$ cat config.mk
export PLATFORM = sky130hd
export DESIGN_NAME = dc_clock_sync_pi_loop
export DESIGN_NICKNAME = d
export VERILOG_FILES = /design/src/rtl/dcs_pkg.sv /design/src/rtl/dc_clock_sync_pi_loop.sv /design/src/rtl/dcs_serial_div.sv
export SDC_FILE = /design/constraint.sdc
export NUM_CORES = 2
export LEC_CHECK = 0
export ABC_AREA = 1
export BUFFER_PORTS_ARGS = -buffer_cell sky130_fd_sc_hd__buf_2
export CELL_PAD_IN_SITES_DETAIL_PLACEMENT = 0
export CELL_PAD_IN_SITES_GLOBAL_PLACEMENT = 1
export CORE_UTILIZATION = 30
export CTS_CLUSTER_DIAMETER = 40
export DETAILED_ROUTE_END_ITERATION = 10
export HOLD_SLACK_MARGIN = 0.02
export PLACE_DENSITY_LB_ADDON = 0.1
export SETUP_SLACK_MARGIN = 0.4
export SYNTH_ARGS = -nofsm -noshare
export SYNTH_HDL_FRONTEND = slang
export SYNTH_SLANG_ARGS = --single-unit
$ cat constraint.sdc
create_clock -name i_clk -period 11.85 [get_ports i_clk]
set_clock_uncertainty 0.1 [all_clocks]
set_input_delay 0 -clock i_clk [delete_from_list [all_inputs] [get_ports i_clk]]
set_output_delay 0 -clock i_clk [all_outputs]
set_load 0.1 [all_outputs]
$ cat src/rtl/dcs_pkg.sv
`timescale 1ns / 1ps
// ----------------------------------------------------------------------------
// dcs_pkg
// Shared types and constants for the distributed-clock sync loop.
// ----------------------------------------------------------------------------
package dcs_pkg;

    localparam int STABLE_WINDOW = 100;
    localparam int RUN_W         = 10;

    localparam int CYCLE_W  = 31;
    localparam int THRESH_W = 30;
    localparam int SHIFT_W  = 30;
    localparam int CFG_W    = 31;
    localparam int CFG_IDX_W = 2;

    localparam int DIVIDEND_W = 64;
    localparam int NBITS_W    = 7;

    localparam logic [NBITS_W-1:0] NBITS_WIDE   = 7'd64;

    // reciprocal multipliers for the unsigned 32-bit divisions by 100 and 20
    localparam logic [31:0] ERR_RECIP = 32'h51EB_851F;
    localparam int          ERR_SHIFT = 37;
    localparam logic [31:0] INT_RECIP = 32'hCCCC_CCCD;
    localparam int          INT_SHIFT = 36;

    localparam logic [CFG_IDX_W-1:0] CFG_CYCLE  = 2'd0;
    localparam logic [CFG_IDX_W-1:0] CFG_THRESH = 2'd1;
    localparam logic [CFG_IDX_W-1:0] CFG_SHIFT  = 2'd2;

    localparam logic [CYCLE_W-1:0]  CYCLE_RST  = 31'd1000000;
    localparam logic [THRESH_W-1:0] THRESH_RST = 30'd1000;
    localparam logic [SHIFT_W-1:0]  SHIFT_RST  = 30'd50000;

    typedef struct packed {
        logic                 start;
        logic [NBITS_W-1:0]   nbits;
    } t_div_ctl;

    typedef struct packed {
        logic busy;
        logic done;
    } t_div_sts;

endpackage

$ cat src/rtl/dc_clock_sync_pi_loop.sv
`timescale 1ns / 1ps
// ----------------------------------------------------------------------------
// dc_clock_sync_pi_loop
// Distributed-clock phase tracking with a sign integrator and stability gate.
// ----------------------------------------------------------------------------
// One reference time word is taken per bus cycle. After a word is accepted
// s_axis_tready stays low until its result is loaded into the output
// register, so no new word is taken while one is in flight: one bit-serial
// divider does the 64-bit modulo by the cycle time, then one 32 by 32
// multiplier divides the phase error by 100 and the integrator by 20
// through reciprocal multiplication, one after the other. A finished result
// sits in the output register, so the next word is taken while it waits;
// the following result waits for that register to free up.
// Configuration writes take effect at once and belong in idle periods.
module dc_clock_sync_pi_loop
    import dcs_pkg::*;
(
    input  logic                 i_clk,
    input  logic                 i_rst_n,
    input  logic                 i_cfg_we,
    input  logic [CFG_IDX_W-1:0] i_cfg_index,
    input  logic [CFG_W-1:0]     i_cfg_data,
    input  logic                 s_axis_tvalid,
    output logic                 s_axis_tready,
    // ref_time[31:0], master_operational[32], zero fill
    input  logic [39:0]          s_axis_tdata,
    output logic                 m_axis_tvalid,
    input  logic                 m_axis_tready,
    // offset_ns[31:0], phase_error_ns[62:32], request_master_operational[63],
    // release_slaves[64], zero fill
    output logic [71:0]          m_axis_tdata
);

    typedef enum logic [2:0] {
        S_IDLE, S_PREP, S_MOD, S_FOLD, S_INTEG, S_DIVE, S_DIVI, S_FIN
    } t_state;

    t_state r_state;

    logic [CYCLE_W-1:0]  r_cycle;
    logic [THRESH_W-1:0] r_thresh;
    logic [SHIFT_W-1:0]  r_shift;

    logic [31:0]      r_ref;
    logic             r_op;
    logic [31:0]      r_prev;
    logic [31:0]      r_wrap;
    logic             r_neg;
    logic [30:0]      r_err;
    logic [31:0]      r_integ;
    logic [RUN_W-1:0] r_stable_run;
    logic             r_slaves_released;
    logic             r_req;
    logic             r_rel;
    logic [31:0]      r_qe;
    logic [31:0]      r_offset;
    logic             r_out_valid;
    logic [71:0]      r_out_data;

    t_div_ctl              w_div_ctl;
    t_div_sts              w_div_sts;
    logic [DIVIDEND_W-1:0] w_dividend;
    logic [CYCLE_W-1:0]    w_rem;

    logic [31:0]           w_mul_a;
    logic [31:0]           w_mul_b;
    logic [63:0]           w_prod;
    logic [31:0]           w_quo_e;
    logic [31:0]           w_quo_i;

    logic [CYCLE_W-1:0]    w_cyc;
    logic [63:0]           w_t64;
    logic                  w_neg;
    logic [31:0]           w_ref_lo;
    logic [30:0]           w_fold;
    logic [31:0]           w_err32;
    logic [31:0]           w_thr32;
    logic                  w_inside;
    logic [31:0]           n_integ;
    logic [RUN_W-1:0]      n_stable_run;
    logic                  n_req;
    logic                  n_rel;
    logic [31:0]           w_err_mag;
    logic [31:0]           w_int_mag;
    logic [31:0]           n_offset;
    logic                  w_accept;

    // configuration registers
    always_ff @(posedge i_clk) begin
        if (!i_rst_n) begin
            r_cycle  <= CYCLE_RST;
            r_thresh <= THRESH_RST;
            r_shift  <= SHIFT_RST;
        end else if (i_cfg_we) begin
            unique case (i_cfg_index)
                CFG_CYCLE:  r_cycle  <= i_cfg_data;
                CFG_THRESH: r_thresh <= i_cfg_data[THRESH_W-1:0];
                CFG_SHIFT:  r_shift  <= i_cfg_data[SHIFT_W-1:0];
                default: ;
            endcase
        end
    end

    assign w_cyc    = (r_cycle == '0) ? 31'd1 : r_cycle;
    assign w_accept = s_axis_tvalid && s_axis_tready;

    // shifted extended time
    assign w_t64    = {r_wrap, r_ref};
    assign w_neg    = (r_wrap == '0) && (r_ref < {2'b00, r_shift});
    assign w_ref_lo = {2'b00, r_shift} - r_ref;

    // fold the remainder into plus or minus half a cycle; a negative shifted time gives the negated remainder
    always_comb begin
        if (r_neg) begin
            w_fold = 31'd0 - w_rem;
        end else if (w_rem > (w_cyc >> 1)) begin
            w_fold = w_rem - w_cyc;
        end else begin
            w_fold = w_rem;
        end
    end

    assign w_err32  = {r_err[30], r_err};
    assign w_thr32  = {2'b00, r_thresh};
    assign w_inside = ($signed(w_err32) < $signed(w_thr32)) &&
                      ($signed(w_err32) > -$signed(w_thr32));

    // saturating sign integrator
    always_comb begin
        n_integ = r_integ;
        if (!r_err[30] && (r_err != '0) && (r_integ != 32'h7FFF_FFFF)) begin
            n_integ = r_integ + 32'd1;
        end else if (r_err[30] && (r_integ != 32'h8000_0000)) begin
            n_integ = r_integ - 32'd1;
        end
    end

    // stability window and release
    always_comb begin
        n_stable_run = r_stable_run;
        n_req        = 1'b0;
        if (!r_op) begin
            if (w_inside) begin
                if (r_stable_run < RUN_W'(STABLE_WINDOW)) begin
                    n_stable_run = r_stable_run + 1'b1;
                end
            end else begin
                n_stable_run = '0;
            end
            n_req = (n_stable_run >= RUN_W'(STABLE_WINDOW));
        end
        n_rel = !r_slaves_released && (r_op || n_req);
    end

    assign w_err_mag = r_err[30] ? (32'd0 - w_err32) : w_err32;
    assign w_int_mag = r_integ[31] ? (32'd0 - r_integ) : r_integ;

    // shared multiplier for the divisions by 100 and 20
    assign w_mul_a = (r_state == S_DIVI) ? w_int_mag : w_err_mag;
    assign w_mul_b = (r_state == S_DIVI) ? INT_RECIP : ERR_RECIP;
    assign w_prod  = {32'd0, w_mul_a} * {32'd0, w_mul_b};
    assign w_quo_e = 32'(w_prod[63:ERR_SHIFT]);
    assign w_quo_i = 32'(w_prod[63:INT_SHIFT]);

    // offset = -(err/100) - (integral/20)
    assign n_offset = (r_err[30] ? r_qe : (32'd0 - r_qe)) +
                      (r_integ[31] ? w_quo_i : (32'd0 - w_quo_i));

    // divider request for the modulo
    always_comb begin
        w_div_ctl.start = (r_state == S_PREP);
        w_div_ctl.nbits = NBITS_WIDE;
    end

    assign w_dividend = w_neg ? {32'd0, w_ref_lo} : (w_t64 - {34'd0, r_shift});

    dcs_serial_div u_div (
        .i_clk       (i_clk),
        .i_rst_n     (i_rst_n),
        .i_ctl       (w_div_ctl),
        .i_dividend  (w_dividend),
        .i_divisor   (w_cyc),
        .o_sts       (w_div_sts),
        .o_remainder (w_rem)
    );

    // sequencer and loop state
    always_ff @(posedge i_clk) begin
        if (!i_rst_n) begin
            r_state           <= S_IDLE;
            r_prev            <= '0;
            r_wrap            <= '0;
            r_integ           <= '0;
            r_stable_run      <= '0;
            r_slaves_released <= 1'b0;
            r_out_valid       <= 1'b0;
        end else begin
            if (r_out_valid && m_axis_tready && (r_state != S_FIN)) begin
                r_out_valid <= 1'b0;
            end
            unique case (r_state)
                S_IDLE: begin
                    if (w_accept) begin
                        r_ref  <= s_axis_tdata[31:0];
                        r_op   <= s_axis_tdata[32];
                        r_prev <= s_axis_tdata[31:0];
                        if (s_axis_tdata[31:0] < r_prev) begin
                            r_wrap <= r_wrap + 32'd1;
                        end
                        r_state <= S_PREP;
                    end
                end
                S_PREP: begin
                    r_neg   <= w_neg;
                    r_state <= S_MOD;
                end
                S_MOD: begin
                    if (w_div_sts.done) begin
                        r_state <= S_FOLD;
                    end
                end
                S_FOLD: begin
                    r_err   <= w_fold;
                    r_state <= S_INTEG;
                end
                S_INTEG: begin
                    r_integ      <= n_integ;
                    r_stable_run <= n_stable_run;
                    r_req        <= n_req;
                    r_rel        <= n_rel;
                    if (n_rel) begin
                        r_slaves_released <= 1'b1;
                    end
                    r_state <= S_DIVE;
                end
                S_DIVE: begin
                    r_qe    <= w_quo_e;
                    r_state <= S_DIVI;
                end
                S_DIVI: begin
                    r_offset <= n_offset;
                    r_state  <= S_FIN;
                end
                S_FIN: begin
                    if (!r_out_valid || m_axis_tready) begin
                        r_out_valid <= 1'b1;
                        r_out_data  <= {7'd0, r_rel, r_req, r_err, r_offset};
                        r_state     <= S_IDLE;
                    end
                end
                default: r_state <= S_IDLE;
            endcase
        end
    end

    assign s_axis_tready = (r_state == S_IDLE);
    assign m_axis_tvalid = r_out_valid;
    assign m_axis_tdata  = r_out_data;

    // no new word while the divider is still working
    a_ready_div_idle: assert property (@(posedge i_clk) disable iff (!i_rst_n)
        s_axis_tready |-> !w_div_sts.busy)
        else $error("input ready while divider busy");

    // divider results only arrive while the sequencer waits for them
    a_done_when_waiting: assert property (@(posedge i_clk) disable iff (!i_rst_n)
        w_div_sts.done |-> (r_state == S_MOD))
        else $error("divider done in unexpected state");

    // stable run saturates at the window size
    a_run_bounded: assert property (@(posedge i_clk) disable iff (!i_rst_n)
        r_stable_run <= RUN_W'(STABLE_WINDOW))
        else $error("stable run beyond window");

    // release is sticky until reset
    a_release_sticky: assert property (@(posedge i_clk) disable iff (!i_rst_n)
        ($past(i_rst_n) && $past(r_slaves_released)) |-> r_slaves_released)
        else $error("slaves released flag cleared");

    // a release pulse leaves the sticky flag set
    a_release_once: assert property (@(posedge i_clk) disable iff (!i_rst_n)
        (r_state == S_FIN && r_rel) |-> r_slaves_released)
        else $error("release pulse without sticky flag");

endmodule

$ cat src/rtl/dcs_serial_div.sv
`timescale 1ns / 1ps
// ----------------------------------------------------------------------------
// dcs_serial_div
// Restoring divider, one quotient bit per cycle, for the modulo by the cycle
// time.
// ----------------------------------------------------------------------------
module dcs_serial_div
    import dcs_pkg::*;
(
    input  logic                  i_clk,
    input  logic                  i_rst_n,
    input  t_div_ctl              i_ctl,
    input  logic [DIVIDEND_W-1:0] i_dividend,
    input  logic [CYCLE_W-1:0]    i_divisor,
    output t_div_sts              o_sts,
    output logic [CYCLE_W-1:0]    o_remainder
);

    logic [CYCLE_W-1:0]    r_rem;
    logic [DIVIDEND_W-1:0] r_dq;
    logic [CYCLE_W-1:0]    r_div;
    logic [NBITS_W-1:0]    r_cnt;
    logic                  r_done;

    logic [CYCLE_W:0]      w_trial;
    logic                  w_ge;
    logic [CYCLE_W:0]      w_diff;

    assign w_trial = {r_rem, r_dq[DIVIDEND_W-1]};
    assign w_ge    = w_trial >= {1'b0, r_div};
    assign w_diff  = w_trial - {1'b0, r_div};

    always_ff @(posedge i_clk) begin
        if (!i_rst_n) begin
            r_cnt  <= '0;
            r_done <= 1'b0;
        end else begin
            r_done <= 1'b0;
            if (i_ctl.start) begin
                r_cnt <= i_ctl.nbits;
                r_rem <= '0;
                r_dq  <= i_dividend;
                r_div <= i_divisor;
            end else if (r_cnt != '0) begin
                r_cnt  <= r_cnt - 1'b1;
                r_rem  <= w_ge ? w_diff[CYCLE_W-1:0] : w_trial[CYCLE_W-1:0];
                r_dq   <= {r_dq[DIVIDEND_W-2:0], w_ge};
                r_done <= (r_cnt == 7'd1);
            end
        end
    end

    assign o_sts.busy  = (r_cnt != '0);
    assign o_sts.done  = r_done;
    assign o_remainder = r_rem;

endmodule
==> run_results.csv <==
group,metric,value,unit
die,initial_utilization,30.2,%
sta,min_period,10.90,ns
sta,setup_violations,0,
run,max-cap-violations,0,
clock_network,cts_tree,"built",
drt,finalWirelength,245,mm
synthesis,synthFlopType,"edfxtp_1",
placed_design,dp_hpwl,209,mm
sta,setup_tns,0,ns
synthesis,syn_avg_cell_area,7.79,um^2
sta,max_freq,91.7,MHz
final_layout,nNetsFinal,10600,
run_status,violations,"DRC",
synthesis,yosysWarnings,0,
clock_network,clock_latency,0.78,ns
die,core,220000,um^2
placed_design,dpl_cell_area,72400,um^2
placed_design,place_congestion,0.937,
grt,antenna_found_initial,9,
grt,grt_pass1_wl,366,mm
die,die_area,223000,um^2
critical_path,worstPathRequired,12.22,ns
die,pin_count,152,
final_layout,drive_gt1_share,12.5,%
critical_path,slowest_stage,"fa_1",
drt,ant_nets,0,
synthesis,yosysUniqueCellTypes,75,
grt,grt_max_degree,67,
drt,first_pass_iters,8,
clock_network,cts-htree-levels,3,
clock_network,clock-root-buffer,"clkbuf_16",
drt,viasPerCell,4.64,
drt,vias,56100,
critical_path,start_kind,"flop",
critical_path,cpPeakStageDelay,0.54,ns
die,die_h,472,um
min_path,hold_path.class,"in2reg",
sta,fin_crit_sh,92.0,%
critical_path,critical_path_class,"reg2reg",
placed_design,numPortBuffers,137,
sta,slew_headroom,28.0,%
sta,hold_viol_final,0,
final_layout,layout_common_cells,"inv_1, nand2_1, ha_1",
final_layout,layoutNonFillerInstCount,12100,
drt,drc,2,
clock_network,cts_sinks,527,
synthesis,seq_area_frac_synth,20.7,%
die,dieWidth,472,um
final_layout,area_growth,19.6,%
clock_network,cts_buffers,120,
final_layout,layout_commonest_cell,"inv_1",
synthesis,synth_cells,8502,
placed_design,placed_cells,11700,
placed_design,pre_cts_slack,0.257,ns
sta,setup_ws,0.950,ns
critical_path,crit_top_cell,"fa_1",
synthesis,synthArstFlopShare,0,%
final_layout,postLayoutCellArea,79300,um^2
grt,grt_pass1_vias,58400,
die,row_count,172,
run_status,status,"complete, but fails checks",
sta,worst_pin_slew,1.08,ns
grt,track_usage,22.0,%
final_layout,n_fill_cell,23200,
clock_network,clk_pin_slew,0.06,ns
clock_network,clock_path_buffers,3,
sta,rsz0062_at_grt,"no",
synthesis,synth_edf_count,317,
drt,drtIter0Drc,2916,
drt,wire_per_inst,20.3,um
synthesis,yosys_register_bits,527,
synthesis,netlist_area,66300,um^2
grt,overflow,0,
sta,drv_slew,0,
critical_path,cp.arrival,11.27,ns
critical_path,end_kind,"flop",
critical_path,crit_fanout,4,
[critical path, delay by kind of cell (launching register included)]
family	cells	cell delay, ns
buf+inv	14	1.16
flops	1	0.40
fa+ha+maj	11	4.78
compound gates	1	0.09
simple gates	33	4.05
[synthesized netlist by cell type, types with 26 or more instances]
library cell,count,share of area [%]
o21ai_0,389,2.9
o21a_1,31,0.35
nand4_1,84,0.79
nor4_1,40,0.38
buf_2,31,0.23
o21bai_1,26,0.29
nor3_1,114,0.86
nand2_1,1545,8.8
a21oi_1,535,4.0
a31oi_1,37,0.35
inv_2,45,0.25
xnor2_1,68,0.90
a21o_1,27,0.31
nand3_1,226,1.7
xor2_1,208,2.7
clkbuf_1,134,0.76
nor2_1,626,3.5
o211ai_1,46,0.52
edfxtp_1,317,14
nand2_2,40,0.38
o21ai_1,34,0.26
inv_1,1989,11
nor2_2,46,0.43
fa_1,649,20
ha_1,766,14
dfxtp_1,210,6.3
[logic make-up (layout without fill, tap and decap cells)]
family | Yosys count | count (layout) | share of synthesized area [%]
AOI/OAI and AO/OA | 1224 | 1224 | 10.3
xor gates and xnor gates | 277 | 277 | 3.67
adders and majority gates | 1415 | 1415 | 34.1
buffers and inverters | 2234 | 2924 | 12.9
DFF | 527 | 527 | 20.7
other | 2 | 21 | 0.0113
and+or+nand+nor | 2823 | 2823 | 18.4
[sequential cells by signal, summed over array words and instances (netlist names), 31 cells and up]
| register | flops |
|---|---|
| r_integ | 32 |
| r_prev | 32 |
| u_div.r_dq | 64 |
| r_err | 31 |
| r_offset | 32 |
| r_ref | 32 |
| r_cycle | 31 |
| m_axis_tdata | 65 |
| u_div.o_remainder | 31 |
| u_div.r_div | 31 |
| r_wrap | 32 |
[cell type report]
| class | count | area (um^2) | share of cell area (%) |
|---|---|---|---|
| clock inverters | 92 | 1200 | 1.52 |
| well taps | 2871 | 3590 | 4.53 |
| flip-flops and latches | 527 | 13700 | 17.3 |
| diodes | 4 | 10.0 | 0.0126 |
| multi-input cells | 5756 | 45000 | 56.7 |
| inverters | 2039 | 7680 | 9.69 |
| clock buffers | 138 | 3170 | 4.00 |
| repair buffers | 655 | 4920 | 6.21 |
[timing repair]
action | CTS | global route
gates resized for setup | 9 | 214
hold buffers | 131 | 0
setup buffers | 4 | 34
setup endpoints to repair | 9 | 21
pin swaps | 0 | 83
hold endpoints to repair | 169 | 0
[stage by stage]
stage	utilization, %	hold WS [ns]
2_1_floorplan	-	-0.00113
3_3_place_gp	33.0	0.116
3_5_place_dp	33.0	0.116
4_1_cts	35.6	0.0238
5_1_grt	36.1	0.0791
6_report	36.1	0.0969
[routing by layer]
layer | global-route usage, % | wire length [um] | part of all wire, % | up-vias
met3 | 1.91 | 7210 | 2.9 | 303
met4 | 7.36 | 8660 | 3.5 | 0
met2 | 38.7 | 119000 | 49 | 952
met1 | 28.2 | 110000 | 45 | 26900
met5 | 0 | 0 | 0 | -
li1 | - | - | - | 27900
[final timing paths]
| check | start | to | slack, ns | cells after the start |
|---|---|---|---|---|
| max | r_err[1]$_DFFE_PP_ | r_offset[29]$_DFFE_PP_ | 0.95 | 59 |
| min | i_cfg_data[24] | r_cycle[24]$_SDFFE_PN0P_ | 0.1 | 4 |
| max reg2reg | r_err[1]$_DFFE_PP_ | r_offset[29]$_DFFE_PP_ | 0.95 | 59 |
| min reg2reg | r_offset[27]$_DFFE_PP_ | m_axis_tdata[27]$_DFFE_PP_ | 0.30 | 0 |
Power is not shown: default switching activity piles up to over one toggle a cycle in this logic, so the estimate is an artifact.
